### config.mk
export PLATFORM = sky130hd
export DESIGN_NAME = edge_frequency_duty_meter_unit_flat
export DESIGN_NICKNAME = d
export VERILOG_FILES = /design/src/rtl/core/efdm_pkg.sv /design/src/rtl/core/efdm_req_if.sv /design/src/rtl/core/efdm_rsp_if.sv /design/src/rtl/core/edge_frequency_duty_meter_unit.sv /design/src/rtl/core/efdm_front.sv /design/src/rtl/core/efdm_queue.sv /design/src/rtl/core/efdm_div.sv /design/src/rtl/core/efdm_back.sv /design/src/flat_wrapper.sv
export SDC_FILE = /design/constraint.sdc
export NUM_CORES = 1
export LEC_CHECK = 0
export ABC_AREA = 1
export BUFFER_PORTS_ARGS = -buffer_cell sky130_fd_sc_hd__buf_2
export CAP_MARGIN = 30
export CORE_MARGIN = 2
export CORE_UTILIZATION = 40
export DETAILED_ROUTE_END_ITERATION = 10
export GPL_TIMING_DRIVEN = 0
export MAX_ROUTING_LAYER = met4
export PLACE_DENSITY = 0.65
export SYNTH_ARGS = -nofsm -noshare
export SYNTH_HDL_FRONTEND = slang
export SYNTH_SLANG_ARGS = --single-unit
export TNS_END_PERCENT = 1
### constraint.sdc
create_clock -name clock -period 19.8 [get_ports clock]
set_input_delay 0 -clock clock [delete_from_list [all_inputs] [get_ports clock]]
set_output_delay 0 -clock clock [all_outputs]
set_load 0.01 [all_outputs]
### src/rtl/core/efdm_pkg.sv
package efdm_pkg;

   localparam int unsigned TS_W    = 32;
   localparam int unsigned FREQ_W  = 28;
   localparam int unsigned DUTY_W  = 15;
   localparam int unsigned DIV_W   = 48;
   localparam int unsigned STEP_W  = 6;
   localparam int unsigned Q_DEPTH = 2;
   localparam int unsigned Q_CNT_W = 2;

   localparam logic [TS_W-1:0]   MAX32     = 32'hFFFF_FFFF;
   localparam logic [TS_W-1:0]   Q8_MHZ    = 32'd256000000;
   localparam logic [DUTY_W-1:0] DUTY_FULL = 15'd25600;

   typedef enum logic [1:0] {
      KIND_RISE = 2'd0,
      KIND_FALL = 2'd1,
      KIND_TICK = 2'd2
   } kind_type;

   typedef struct packed {
      kind_type        kind;
      logic [TS_W-1:0] ts;
   } cmd_type;

   typedef struct packed {
      logic             start;
      logic             wide;
      logic [DIV_W-1:0] dividend;
      logic [TS_W-1:0]  divisor;
   } div_req_type;

   typedef struct packed {
      logic             done;
      logic [DIV_W-1:0] quotient;
   } div_rsp_type;

   typedef enum logic [2:0] {
      B_IDLE,
      B_AVG,
      B_FREQ,
      B_MUL,
      B_DUTY_GO,
      B_DUTY,
      B_DONE
   } back_state_type;

endpackage

### src/rtl/core/efdm_req_if.sv
interface efdm_req_if;
   logic                        valid;
   logic                        ready;
   logic [1:0]                  kind;
   logic [efdm_pkg::TS_W-1:0]   timestamp;

   modport source (output valid, output kind, output timestamp, input ready);
   modport sink   (input valid, input kind, input timestamp, output ready);
endinterface

### src/rtl/core/efdm_rsp_if.sv
interface efdm_rsp_if;
   logic                         valid;
   logic                         ready;
   logic [efdm_pkg::FREQ_W-1:0]  frequency_q8;
   logic [efdm_pkg::DUTY_W-1:0]  duty_q8;
   logic [efdm_pkg::TS_W-1:0]    last_period;
   logic [efdm_pkg::TS_W-1:0]    last_high;
   logic [efdm_pkg::TS_W-1:0]    last_low;
   logic [efdm_pkg::TS_W-1:0]    cycles_in_window;

   modport source (output valid, output frequency_q8, output duty_q8, output last_period,
                   output last_high, output last_low, output cycles_in_window, input ready);
   modport sink   (input valid, input frequency_q8, input duty_q8, input last_period,
                   input last_high, input last_low, input cycles_in_window, output ready);
endinterface

### src/rtl/core/edge_frequency_duty_meter_unit.sv
// Edge frequency and duty meter.
// req_bus: one beat per event; kind 0 rising edge, 1 falling edge, 2 window tick,
//   with a 32-bit microsecond timestamp (wrapping). Kind 3 beats are taken and dropped.
// rsp_bus: one beat per window tick that follows at least one complete period:
//   frequency (Q8 Hz), duty (Q8 percent), last period/high/low and cycle count.
// A 2-entry queue sits between the intake and the execution side; each edge is
//   executed as it is popped, so edge beats stream at one per cycle while no
//   report is in progress. A reporting tick runs up to three divisions on one
//   shared radix-2 divider: average period (32 steps), frequency (32 steps) and
//   duty (48 steps); the intake keeps queueing meanwhile until the queue fills.
//   A tick with nothing to report is taken without leaving the idle state.
// The result waits in an output register while rsp_bus.ready is low; edges keep
//   executing behind it, and a second report waits for the register to empty.
// Synchronous reset clears all timestamps, spans, window totals and flags, and
//   empties the queue and output register; req_bus.ready is high the cycle after.
module edge_frequency_duty_meter_unit (
   input  logic       clock,
   input  logic       reset,
   efdm_req_if.sink   req_bus,
   efdm_rsp_if.source rsp_bus
);

   logic                  push_valid;
   efdm_pkg::cmd_type     push_cmd;
   logic                  q_full;
   logic                  pop_valid;
   logic                  pop_ready;
   efdm_pkg::cmd_type     pop_cmd;
   efdm_pkg::div_req_type div_req;
   efdm_pkg::div_rsp_type div_rsp;

   efdm_front u_front (
      .req        (req_bus),
      .q_full     (q_full),
      .push_valid (push_valid),
      .push_cmd   (push_cmd)
   );

   efdm_queue u_queue (
      .clock      (clock),
      .reset      (reset),
      .push_valid (push_valid),
      .push_cmd   (push_cmd),
      .full       (q_full),
      .pop_valid  (pop_valid),
      .pop_ready  (pop_ready),
      .pop_cmd    (pop_cmd)
   );

   efdm_div u_div (
      .clock   (clock),
      .reset   (reset),
      .div_req (div_req),
      .div_rsp (div_rsp)
   );

   efdm_back u_back (
      .clock     (clock),
      .reset     (reset),
      .cmd_valid (pop_valid),
      .cmd_ready (pop_ready),
      .cmd       (pop_cmd),
      .div_req   (div_req),
      .div_rsp   (div_rsp),
      .rsp       (rsp_bus)
   );

endmodule

### src/rtl/core/efdm_front.sv
module efdm_front (
   efdm_req_if.sink          req,
   input  logic              q_full,
   output logic              push_valid,
   output efdm_pkg::cmd_type push_cmd
);

   logic known;

   always_comb begin
      known = 1'b1;
      push_cmd.ts = req.timestamp;
      unique case (req.kind)
         efdm_pkg::KIND_RISE: push_cmd.kind = efdm_pkg::KIND_RISE;
         efdm_pkg::KIND_FALL: push_cmd.kind = efdm_pkg::KIND_FALL;
         efdm_pkg::KIND_TICK: push_cmd.kind = efdm_pkg::KIND_TICK;
         default: begin
            push_cmd.kind = efdm_pkg::KIND_TICK;
            known = 1'b0;
         end
      endcase
   end

   // unused kind is taken and dropped
   assign req.ready  = !q_full;
   assign push_valid = req.valid && !q_full && known;

endmodule

### src/rtl/core/efdm_queue.sv
module efdm_queue (
   input  logic              clock,
   input  logic              reset,
   input  logic              push_valid,
   input  efdm_pkg::cmd_type push_cmd,
   output logic              full,
   output logic              pop_valid,
   input  logic              pop_ready,
   output efdm_pkg::cmd_type pop_cmd
);

   efdm_pkg::cmd_type entry_ff [efdm_pkg::Q_DEPTH];
   logic                          wr_ptr_ff, wr_ptr_in;
   logic                          rd_ptr_ff, rd_ptr_in;
   logic [efdm_pkg::Q_CNT_W-1:0]  count_ff, count_in;
   logic                          do_push, do_pop;

   assign full      = (count_ff == efdm_pkg::Q_CNT_W'(efdm_pkg::Q_DEPTH));
   assign pop_valid = (count_ff != '0);
   assign pop_cmd   = entry_ff[rd_ptr_ff];
   assign do_push   = push_valid && !full;
   assign do_pop    = pop_valid && pop_ready;

   always_comb begin
      wr_ptr_in = do_push ? !wr_ptr_ff : wr_ptr_ff;
      rd_ptr_in = do_pop ? !rd_ptr_ff : rd_ptr_ff;
      count_in  = count_ff;
      if (do_push && !do_pop) begin
         count_in = count_ff + 1'b1;
      end else if (do_pop && !do_push) begin
         count_in = count_ff - 1'b1;
      end
   end

   always_ff @(posedge clock) begin
      if (reset) begin
         wr_ptr_ff <= 1'b0;
         rd_ptr_ff <= 1'b0;
         count_ff  <= '0;
      end else begin
         wr_ptr_ff <= wr_ptr_in;
         rd_ptr_ff <= rd_ptr_in;
         count_ff  <= count_in;
      end
   end

   always_ff @(posedge clock) begin
      if (do_push) begin
         entry_ff[wr_ptr_ff] <= push_cmd;
      end
   end

endmodule

### src/rtl/core/efdm_div.sv
module efdm_div (
   input  logic                  clock,
   input  logic                  reset,
   input  efdm_pkg::div_req_type div_req,
   output efdm_pkg::div_rsp_type div_rsp
);

   logic                         busy_ff, busy_in;
   logic                         done_ff, done_in;
   logic [efdm_pkg::STEP_W-1:0]  cnt_ff, cnt_in;
   logic [efdm_pkg::TS_W:0]      rem_ff, rem_in;
   logic [efdm_pkg::DIV_W-1:0]   q_ff, q_in;
   logic [efdm_pkg::TS_W-1:0]    dvs_ff, dvs_in;
   logic [efdm_pkg::TS_W:0]      rem_shift;
   logic [efdm_pkg::TS_W+1:0]    diff;

   assign rem_shift = {rem_ff[efdm_pkg::TS_W-1:0], q_ff[efdm_pkg::DIV_W-1]};
   assign diff      = {1'b0, rem_shift} - {2'b00, dvs_ff};

   always_comb begin
      busy_in = busy_ff;
      done_in = 1'b0;
      cnt_in  = cnt_ff;
      rem_in  = rem_ff;
      q_in    = q_ff;
      dvs_in  = dvs_ff;
      if (div_req.start) begin
         busy_in = 1'b1;
         rem_in  = '0;
         dvs_in  = div_req.divisor;
         if (div_req.wide) begin
            q_in   = div_req.dividend;
            cnt_in = efdm_pkg::STEP_W'(efdm_pkg::DIV_W);
         end else begin
            // left-justify a 32-bit dividend
            q_in   = {div_req.dividend[efdm_pkg::TS_W-1:0],
                      (efdm_pkg::DIV_W - efdm_pkg::TS_W)'(0)};
            cnt_in = efdm_pkg::STEP_W'(efdm_pkg::TS_W);
         end
      end else if (busy_ff) begin
         if (!diff[efdm_pkg::TS_W+1]) begin
            rem_in = diff[efdm_pkg::TS_W:0];
            q_in   = {q_ff[efdm_pkg::DIV_W-2:0], 1'b1};
         end else begin
            rem_in = rem_shift;
            q_in   = {q_ff[efdm_pkg::DIV_W-2:0], 1'b0};
         end
         cnt_in = cnt_ff - 1'b1;
         if (cnt_ff == efdm_pkg::STEP_W'(1)) begin
            busy_in = 1'b0;
            done_in = 1'b1;
         end
      end
   end

   always_ff @(posedge clock) begin
      if (reset) begin
         busy_ff <= 1'b0;
         done_ff <= 1'b0;
         cnt_ff  <= '0;
      end else begin
         busy_ff <= busy_in;
         done_ff <= done_in;
         cnt_ff  <= cnt_in;
      end
   end

   always_ff @(posedge clock) begin
      rem_ff <= rem_in;
      q_ff   <= q_in;
      dvs_ff <= dvs_in;
   end

   assign div_rsp.done     = done_ff;
   assign div_rsp.quotient = q_ff;

endmodule

### src/rtl/core/efdm_back.sv
module efdm_back (
   input  logic                  clock,
   input  logic                  reset,
   input  logic                  cmd_valid,
   output logic                  cmd_ready,
   input  efdm_pkg::cmd_type     cmd,
   output efdm_pkg::div_req_type div_req,
   input  efdm_pkg::div_rsp_type div_rsp,
   efdm_rsp_if.source            rsp
);

   localparam int unsigned TW = efdm_pkg::TS_W;
   localparam int unsigned MW = TW + efdm_pkg::DUTY_W;

   efdm_pkg::back_state_type state_ff, state_in;

   logic [TW-1:0] rise_time_ff, rise_time_in;
   logic [TW-1:0] fall_time_ff, fall_time_in;
   logic          rise_seen_ff, rise_seen_in;
   logic          fall_seen_ff, fall_seen_in;
   logic [TW-1:0] high_span_ff, high_span_in;
   logic [TW-1:0] low_span_ff, low_span_in;
   logic [TW-1:0] period_span_ff, period_span_in;
   logic [TW-1:0] total_ff, total_in;
   logic [TW-1:0] count_ff, count_in;
   logic          complete_ff, complete_in;

   logic [TW-1:0]                 j_per_ff, j_per_in;
   logic [TW-1:0]                 j_high_ff, j_high_in;
   logic [TW-1:0]                 j_low_ff, j_low_in;
   logic [TW-1:0]                 j_count_ff, j_count_in;
   logic [efdm_pkg::FREQ_W-1:0]   freq_ff, freq_in;
   logic [efdm_pkg::DUTY_W-1:0]   duty_ff, duty_in;
   logic [efdm_pkg::DIV_W-1:0]    prod_ff, prod_in;

   logic                          out_valid_ff, out_valid_in;
   logic [efdm_pkg::FREQ_W-1:0]   o_freq_ff, o_freq_in;
   logic [efdm_pkg::DUTY_W-1:0]   o_duty_ff, o_duty_in;
   logic [TW-1:0]                 o_per_ff, o_per_in;
   logic [TW-1:0]                 o_high_ff, o_high_in;
   logic [TW-1:0]                 o_low_ff, o_low_in;
   logic [TW-1:0]                 o_count_ff, o_count_in;

   logic [TW-1:0] per_now;
   logic [TW:0]   sum;
   logic [TW-1:0] avg;
   logic [MW-1:0] mul;

   assign per_now = cmd.ts - rise_time_ff;
   assign sum     = {1'b0, total_ff} + {1'b0, per_now};
   assign avg     = div_rsp.quotient[TW-1:0];
   assign mul     = j_high_ff * efdm_pkg::DUTY_FULL;

   always_comb begin
      state_in       = state_ff;
      rise_time_in   = rise_time_ff;
      fall_time_in   = fall_time_ff;
      rise_seen_in   = rise_seen_ff;
      fall_seen_in   = fall_seen_ff;
      high_span_in   = high_span_ff;
      low_span_in    = low_span_ff;
      period_span_in = period_span_ff;
      total_in       = total_ff;
      count_in       = count_ff;
      complete_in    = complete_ff;
      j_per_in       = j_per_ff;
      j_high_in      = j_high_ff;
      j_low_in       = j_low_ff;
      j_count_in     = j_count_ff;
      freq_in        = freq_ff;
      duty_in        = duty_ff;
      prod_in        = prod_ff;
      out_valid_in   = out_valid_ff && !rsp.ready;
      o_freq_in      = o_freq_ff;
      o_duty_in      = o_duty_ff;
      o_per_in       = o_per_ff;
      o_high_in      = o_high_ff;
      o_low_in       = o_low_ff;
      o_count_in     = o_count_ff;
      cmd_ready      = 1'b0;
      div_req        = '0;

      unique case (state_ff)
         efdm_pkg::B_IDLE: begin
            cmd_ready = 1'b1;
            if (cmd_valid) begin
               unique case (cmd.kind)
                  efdm_pkg::KIND_RISE: begin
                     if (fall_seen_ff) begin
                        low_span_in = cmd.ts - fall_time_ff;
                     end
                     if (rise_seen_ff) begin
                        period_span_in = per_now;
                        total_in       = sum[TW] ? efdm_pkg::MAX32 : sum[TW-1:0];
                        if (count_ff != efdm_pkg::MAX32) begin
                           count_in = count_ff + 1'b1;
                        end
                        complete_in = 1'b1;
                     end
                     rise_time_in = cmd.ts;
                     rise_seen_in = 1'b1;
                  end
                  efdm_pkg::KIND_FALL: begin
                     if (rise_seen_ff) begin
                        high_span_in = per_now;
                     end
                     fall_time_in = cmd.ts;
                     fall_seen_in = 1'b1;
                  end
                  efdm_pkg::KIND_TICK: begin
                     if (complete_ff) begin
                        div_req.start    = 1'b1;
                        div_req.wide     = 1'b0;
                        div_req.dividend = efdm_pkg::DIV_W'(total_ff);
                        div_req.divisor  = count_ff;
                        j_per_in         = period_span_ff;
                        j_high_in        = high_span_ff;
                        j_low_in         = low_span_ff;
                        j_count_in       = count_ff;
                        total_in         = '0;
                        count_in         = '0;
                        complete_in      = 1'b0;
                        state_in         = efdm_pkg::B_AVG;
                     end
                  end
                  default: begin
                  end
               endcase
            end
         end
         efdm_pkg::B_AVG: begin
            if (div_rsp.done) begin
               if (avg == '0) begin
                  freq_in  = '0;
                  state_in = efdm_pkg::B_MUL;
               end else begin
                  div_req.start    = 1'b1;
                  div_req.wide     = 1'b0;
                  // round half up
                  div_req.dividend = efdm_pkg::DIV_W'(efdm_pkg::Q8_MHZ + {1'b0, avg[TW-1:1]});
                  div_req.divisor  = avg;
                  state_in         = efdm_pkg::B_FREQ;
               end
            end
         end
         efdm_pkg::B_FREQ: begin
            if (div_rsp.done) begin
               freq_in  = div_rsp.quotient[efdm_pkg::FREQ_W-1:0];
               state_in = efdm_pkg::B_MUL;
            end
         end
         efdm_pkg::B_MUL: begin
            prod_in  = efdm_pkg::DIV_W'(mul) + efdm_pkg::DIV_W'(j_per_ff[TW-1:1]);
            state_in = efdm_pkg::B_DUTY_GO;
         end
         efdm_pkg::B_DUTY_GO: begin
            if (j_per_ff == '0) begin
               duty_in  = '0;
               state_in = efdm_pkg::B_DONE;
            end else begin
               div_req.start    = 1'b1;
               div_req.wide     = 1'b1;
               div_req.dividend = prod_ff;
               div_req.divisor  = j_per_ff;
               state_in         = efdm_pkg::B_DUTY;
            end
         end
         efdm_pkg::B_DUTY: begin
            if (div_rsp.done) begin
               if (div_rsp.quotient > efdm_pkg::DIV_W'(efdm_pkg::DUTY_FULL)) begin
                  duty_in = efdm_pkg::DUTY_FULL;
               end else begin
                  duty_in = div_rsp.quotient[efdm_pkg::DUTY_W-1:0];
               end
               state_in = efdm_pkg::B_DONE;
            end
         end
         efdm_pkg::B_DONE: begin
            if (!out_valid_ff || rsp.ready) begin
               out_valid_in = 1'b1;
               o_freq_in    = freq_ff;
               o_duty_in    = duty_ff;
               o_per_in     = j_per_ff;
               o_high_in    = j_high_ff;
               o_low_in     = j_low_ff;
               o_count_in   = j_count_ff;
               state_in     = efdm_pkg::B_IDLE;
            end
         end
         default: begin
            state_in = efdm_pkg::B_IDLE;
         end
      endcase
   end

   always_ff @(posedge clock) begin
      if (reset) begin
         state_ff       <= efdm_pkg::B_IDLE;
         rise_time_ff   <= '0;
         fall_time_ff   <= '0;
         rise_seen_ff   <= 1'b0;
         fall_seen_ff   <= 1'b0;
         high_span_ff   <= '0;
         low_span_ff    <= '0;
         period_span_ff <= '0;
         total_ff       <= '0;
         count_ff       <= '0;
         complete_ff    <= 1'b0;
         out_valid_ff   <= 1'b0;
      end else begin
         state_ff       <= state_in;
         rise_time_ff   <= rise_time_in;
         fall_time_ff   <= fall_time_in;
         rise_seen_ff   <= rise_seen_in;
         fall_seen_ff   <= fall_seen_in;
         high_span_ff   <= high_span_in;
         low_span_ff    <= low_span_in;
         period_span_ff <= period_span_in;
         total_ff       <= total_in;
         count_ff       <= count_in;
         complete_ff    <= complete_in;
         out_valid_ff   <= out_valid_in;
      end
   end

   always_ff @(posedge clock) begin
      j_per_ff   <= j_per_in;
      j_high_ff  <= j_high_in;
      j_low_ff   <= j_low_in;
      j_count_ff <= j_count_in;
      freq_ff    <= freq_in;
      duty_ff    <= duty_in;
      prod_ff    <= prod_in;
      o_freq_ff  <= o_freq_in;
      o_duty_ff  <= o_duty_in;
      o_per_ff   <= o_per_in;
      o_high_ff  <= o_high_in;
      o_low_ff   <= o_low_in;
      o_count_ff <= o_count_in;
   end

   assign rsp.valid            = out_valid_ff;
   assign rsp.frequency_q8     = o_freq_ff;
   assign rsp.duty_q8          = o_duty_ff;
   assign rsp.last_period      = o_per_ff;
   assign rsp.last_high        = o_high_ff;
   assign rsp.last_low         = o_low_ff;
   assign rsp.cycles_in_window = o_count_ff;

endmodule

### src/flat_wrapper.sv
// flat-port wrapper written by rule: the top's interface ports become plain ports
module edge_frequency_duty_meter_unit_flat 
  (clock, reset, req_bus_valid, req_bus_kind, req_bus_timestamp, req_bus_ready, rsp_bus_valid, rsp_bus_frequency_q8, rsp_bus_duty_q8, rsp_bus_last_period, rsp_bus_last_high, rsp_bus_last_low, rsp_bus_cycles_in_window, rsp_bus_ready);
  efdm_req_if req_bus_i ();
  efdm_rsp_if rsp_bus_i ();
  input  logic clock;
  input  logic reset;
  input wire logic [$bits(req_bus_i.valid)-1:0] req_bus_valid;
  input wire logic [$bits(req_bus_i.kind)-1:0] req_bus_kind;
  input wire logic [$bits(req_bus_i.timestamp)-1:0] req_bus_timestamp;
  output wire logic [$bits(req_bus_i.ready)-1:0] req_bus_ready;
  output wire logic [$bits(rsp_bus_i.valid)-1:0] rsp_bus_valid;
  output wire logic [$bits(rsp_bus_i.frequency_q8)-1:0] rsp_bus_frequency_q8;
  output wire logic [$bits(rsp_bus_i.duty_q8)-1:0] rsp_bus_duty_q8;
  output wire logic [$bits(rsp_bus_i.last_period)-1:0] rsp_bus_last_period;
  output wire logic [$bits(rsp_bus_i.last_high)-1:0] rsp_bus_last_high;
  output wire logic [$bits(rsp_bus_i.last_low)-1:0] rsp_bus_last_low;
  output wire logic [$bits(rsp_bus_i.cycles_in_window)-1:0] rsp_bus_cycles_in_window;
  input wire logic [$bits(rsp_bus_i.ready)-1:0] rsp_bus_ready;
  assign req_bus_i.valid = req_bus_valid;
  assign req_bus_i.kind = req_bus_kind;
  assign req_bus_i.timestamp = req_bus_timestamp;
  assign req_bus_ready = req_bus_i.ready;
  assign rsp_bus_valid = rsp_bus_i.valid;
  assign rsp_bus_frequency_q8 = rsp_bus_i.frequency_q8;
  assign rsp_bus_duty_q8 = rsp_bus_i.duty_q8;
  assign rsp_bus_last_period = rsp_bus_i.last_period;
  assign rsp_bus_last_high = rsp_bus_i.last_high;
  assign rsp_bus_last_low = rsp_bus_i.last_low;
  assign rsp_bus_cycles_in_window = rsp_bus_i.cycles_in_window;
  assign rsp_bus_i.ready = rsp_bus_ready;
  edge_frequency_duty_meter_unit u_core (.clock(clock), .reset(reset), .req_bus(req_bus_i), .rsp_bus(rsp_bus_i));
endmodule
==> out/results.md <==
| Stage | Result | Value |
| --- | --- | --- |
| sta | Final hold violations | 0 |
| sta | Max Clock Freq | 147 MHz |
| finish | Largest registers | u_core.u_queue.entry_ff (68), u_core.u_back.prod_ff (48), u_core.u_div.q_ff (48) |
| sta | Pins Over Slew Limit | 0 |
| finish | Final standard cell count with taps included and fillers excluded | 6778 |
| sta | Worst slew pin tran | 1.04 ns |
| hold path | Hold-critical path endpoint | u_core.u_queue.entry_ff[0][22] |
| critical path | Series of cell instances along the critical path | buf_6 > clkbuf_1 > mux2i_1 > ha_1 > inv_1 > fa_1 > nand3_1 > nand2_1 > a21boi_0 > inv_1 > a21oi_1 > o21bai_1 > xnor2_1 > inv_1 > ha_1 > nand2_1 > o21ai_0 > a21oi_1 > o21ai_0 > a21oi_1 > buf_2 > o21ai_0 > nand2_1 > a21oi_1 |
| logic synthesis | FF+latch count, synth | 814 |
| global route | Grt total ovfl | 0 |
| sta | Setup repair after global routing missed its margin | no |
| logic synthesis | Mapped Cells | 4945 |
| logic synthesis | Synthesized Nets | 5268 |
| finish | Register ranked first by flip-flop count | u_core.u_queue.entry_ff |
| sta | Max Clock Skew | 0.0308 ns |
| global route | Wire length of the first global-routing pass | 211000 um |
| routing | DRC | 0 |
| logic synthesis | Synth Warn # | 0 |
| global route | Via count of the first global-routing pass | 33700 |
| sta | Final WS setup | 13.00 ns |
| critical path | Reg-to-reg slack, setup | 13.00 ns |
| critical path | Largest fanout of any net on the critical path | 10 |
| clock tree | Buffers inserted during post-CTS setup optimization | 0 |
| logic synthesis | Cell Area, Synth | 43500 um2 |
| hold path | Launch instance of the worst min-delay path | req_bus_timestamp[22] |
| finish | Final net count | 5622 |
| routing | WL/cell | 21.0 um |
| critical path | Critical Path RT | 20.30 ns |
| critical path | Type of destination of the critical path | register |
| critical path | CP max-delay cell | sky130_fd_sc_hd__xnor2_1 |
| place | Pre-CTS WS | 13.17 ns |
| sta | Worst max-slew margin expressed relative to the limit | 30.5% |
| flow run | Max-capacitance violation count | 0 |
| clock tree | H-tree levels | 3 |
| critical path | Worst reg2reg path endpoint | u_core.u_back.total_ff[3] |
| sta | Sum Neg Setup Slack | 0 ns |
| finish | Share of layout cells above drive strength 1 | 9.58% |
| logic synthesis | Mean post-synth cell area | 8.79 um2 |
| finish | Max reg flops | 68 |
| global route | Pin count of the biggest net entering global routing | 42 |
| place | Half-perimeter wire length after placement | 112000 um |
| logic synthesis | Top FF cell, synth | sky130_fd_sc_hd__edfxtp_1 |
| critical path | Delay contributed by the slowest stage of the critical path | 0.74 ns |
| pwr | Worst ir drop on vdd | 0.0000885 V |
| floorplan | Horizontal die dimension | 334 um |
| routing | Number of detailed-routing iterations run before antenna repair | 5 |
| hold path | Number of cells on the worst hold path | 2 |
| logic synthesis | Number of enable flip-flop cells after synthesis | 538 |
| place | Port Buf Inserts | 209 |
| finish | Synthesis-to-layout area growth | 14.8% |
| sta | Tightest hold margin | 0.0598 ns |
| sta | Shortest clock period the worst path allows after layout | 6.80 ns |
| clock tree | CTS tree | done |
| clock tree | Clock buffer count from CTS | 88 |
| clock tree | Latest clock arrival within the worst-skew pair | 0.68 ns |
| critical path | Critical path arrival | 7.29 ns |
| pwr | Pwr/cell area | 127 nW/um2 |
| critical path | Critical Path Source Type | register |
| run status | Status | finished clean |
| finish | Final standard cell area without fillers | 49900 um2 |
| routing | Total number of vias | 35100 |
| floorplan | Die boundary height | 334 um |
| place | DP Area | 46600 um2 |
| place | Final RePlAce weighted congestion | 1.02 |
| logic synthesis | Fraction of synthesis flops using an asynchronous set or reset pin | 0% |
| critical path | Logic depth of the worst register-to-register path | 24 |
| routing | Vias per inst | 5.18 |
| routing | Detailed-route wire length | 142000 um |
| clock tree | Root buf cell | sky130_fd_sc_hd__clkbuf_16 |
| routing | Residual antenna-violating net count after detailed routing | 0 |
| floorplan | Core Footprint | 107000 um2 |
| clock tree | Clock input transition at the sequential cells of the worst setup and hold paths | 0.06 ns |
| floorplan | Area of the die | 111000 um2 |
| routing | DRC violation total after the first TritonRoute iteration | 2802 |
| clock tree | Total clock sinks | 814 |
| logic synthesis | Sequential share of the synthesized area | 49.9% |
| hold path | Type of the most critical hold path | input pin to register |
| clock tree | Number of buffers on the longest clock path | 3 |
| sta | Portion of the clock cycle consumed by the worst path in the final layout | 34.3% |
| critical path | Type of the worst setup path | register to register |
| floorplan | Top-Level Pins | 211 |
| global route | Antenna violations before repair | 2 |
| critical path | Most used cell, CP | sky130_fd_sc_hd__a21oi_1 |
| logic synthesis | Distinct cell type count after synthesis | 59 |
| floorplan | Initial standard-cell utilization of the core | 40.5% |
| sta | Final setup fails | 0 |
| place | Inst Count DP | 6575 |
| global route | Total GRT Usage | 25.9% |
| floorplan | Placement Rows | 120 |
| pwr | Leak pwr | 21.1 nW |
[routing by layer]
layer,GRT usage [%],vias up,wire length [um]
met5,-,-,0
met4,10.6,0,6160
met3,3.13,260,7620
met2,43.0,994,68400
met1,32.2,16600,60100
li1,-,17300,-
[kinds of logic (layout without fill, tap and decap cells)]
kind of cell	after synthesis	count (layout)	share of synthesized area, %
AO/OA/AOI/OAI	915	915	11.8
XOR/XNOR	133	133	2.68
adder cells (fa/ha/maj)	285	285	8.76
buffers and inverters	851	1279	7.60
flip-flops	814	814	49.9
multiplexers	31	31	0.797
other	0	2	0
AND/OR/NAND/NOR	1916	1916	18.5
[worst max-delay path by stage]
stage	slack, ns	from	endpoint	cells past startpoint
finish	13.00	register	u_core.u_back.total_ff[3]	24
global route	12.68	register	u_core.u_back.total_ff[3]	24
CTS	13.14	register	u_core.u_back.total_ff[3]	23
detailed placement	13.17	register	u_core.u_back.total_ff[20]	23
global placement	7.87	u_core.u_back.state_ff[1]	u_core.u_back.rsp.last_high[21]	3
floorplan	11.40	u_core.u_back.state_ff[1]	u_core.u_back.rsp.cycles_in_window[0]	3
[worst max-delay path: cells and delay by family, from the launching register on]
kind | cells | cell delay [ns]
compound gates | 9 | 2.01
fa+ha+maj | 3 | 1.07
buf+inv | 6 | 1.31
flops | 1 | 0.34
mux | 1 | 0.66
xor+xnor | 1 | 0.74
simple gates | 4 | 0.49
[report_power, final]
group          switching, mW  internal [mW]  leakage [nW]
sequential            0.0532           1.91          7.13
clock                  0.695          0.974          1.42
combinational           1.89          0.828          12.6
[area by class of cell]
| cell class | instances | area [um2] |
|---|---|---|
| inverters | 729 | 2740 |
| plain buffers | 122 | 568 |
| repair buffers | 264 | 1730 |
| fillers | 10400 | 57400 |
| multi-input cells | 3280 | 18500 |
| clock inverters | 41 | 428 |
| diodes | 2 | 5.00 |
| well taps | 1403 | 1760 |
| clock buffers | 123 | 2490 |
| flip-flops and latches | 814 | 21700 |
[through the flow]
step,util (%),power [mW]
after CTS,46.5,6.34
after floorplan,-,3.77
final,46.5,6.34
after detailed placement,43.4,4.66
after global routing,46.5,6.70
after global placement,43.1,4.65
[timing repair]
item / 4_1_cts / 5_1_grt
endpoints found under the hold margin: 76 / 0
resized for setup: 0 / 0
hold buffers: 36 / 0
[synthesized netlist by cell type (3+ instances only)]
cell type / number / area share [%]
sky130_fd_sc_hd__o22ai_1: 13 / 0.19
sky130_fd_sc_hd__inv_1: 713 / 6.2
sky130_fd_sc_hd__mux2_2: 29 / 0.75
sky130_fd_sc_hd__nor2_4: 4 / 0.10
sky130_fd_sc_hd__buf_2: 33 / 0.38
sky130_fd_sc_hd__nor3_1: 58 / 0.67
sky130_fd_sc_hd__a21boi_0: 9 / 0.16
sky130_fd_sc_hd__nand2_1: 1020 / 8.8
sky130_fd_sc_hd__o21ai_1: 32 / 0.37
sky130_fd_sc_hd__xnor2_1: 54 / 1.1
sky130_fd_sc_hd__a22oi_1: 28 / 0.48
sky130_fd_sc_hd__buf_4: 14 / 0.24
sky130_fd_sc_hd__o211ai_1: 52 / 0.90
sky130_fd_sc_hd__or2_2: 22 / 0.32
sky130_fd_sc_hd__nand3b_1: 8 / 0.14
sky130_fd_sc_hd__inv_2: 15 / 0.13
sky130_fd_sc_hd__nor2_1: 473 / 4.1
sky130_fd_sc_hd__nand3_1: 212 / 2.4
sky130_fd_sc_hd__nand4_1: 58 / 0.83
sky130_fd_sc_hd__a211oi_1: 7 / 0.12
sky130_fd_sc_hd__nor2_2: 6 / 0.086
sky130_fd_sc_hd__o21ai_4: 3 / 0.11
sky130_fd_sc_hd__buf_1: 5 / 0.043
sky130_fd_sc_hd__o31ai_1: 3 / 0.052
sky130_fd_sc_hd__nor3_4: 3 / 0.11
sky130_fd_sc_hd__ha_1: 253 / 7.3
sky130_fd_sc_hd__o21a_1: 8 / 0.14
sky130_fd_sc_hd__clkbuf_1: 68 / 0.59
sky130_fd_sc_hd__xor2_1: 79 / 1.6
sky130_fd_sc_hd__o21ai_0: 288 / 3.3
sky130_fd_sc_hd__a21oi_1: 388 / 4.5
sky130_fd_sc_hd__dfxtp_1: 276 / 13
sky130_fd_sc_hd__a21o_1: 34 / 0.59
sky130_fd_sc_hd__nor3b_1: 3 / 0.052
sky130_fd_sc_hd__and3_1: 3 / 0.043
sky130_fd_sc_hd__fa_1: 32 / 1.5
sky130_fd_sc_hd__nor4_1: 21 / 0.30
sky130_fd_sc_hd__and2_1: 8 / 0.12
sky130_fd_sc_hd__a31oi_1: 14 / 0.20
sky130_fd_sc_hd__o221ai_1: 10 / 0.20
sky130_fd_sc_hd__o21bai_1: 19 / 0.33
sky130_fd_sc_hd__nor3_2: 5 / 0.12
sky130_fd_sc_hd__edfxtp_1: 538 / 37
[cell usage in the layout (no fill, tap or decap), types with 212 or more instances in the layout]
| cell type | Yosys | routed |
|---|---|---|
| sky130_fd_sc_hd__nand2_1 | 1020 | 1020 |
| sky130_fd_sc_hd__inv_1 | 713 | 713 |
| sky130_fd_sc_hd__edfxtp_1 | 538 | 538 |
| sky130_fd_sc_hd__nor2_1 | 473 | 468 |
| sky130_fd_sc_hd__a21oi_1 | 388 | 388 |
| sky130_fd_sc_hd__o21ai_0 | 288 | 288 |
| sky130_fd_sc_hd__dfxtp_1 | 276 | 276 |
| sky130_fd_sc_hd__ha_1 | 253 | 253 |
| sky130_fd_sc_hd__buf_2 | 33 | 243 |
| sky130_fd_sc_hd__nand3_1 | 212 | 212 |
Note: power is estimated with default switching activity, not from simulation.
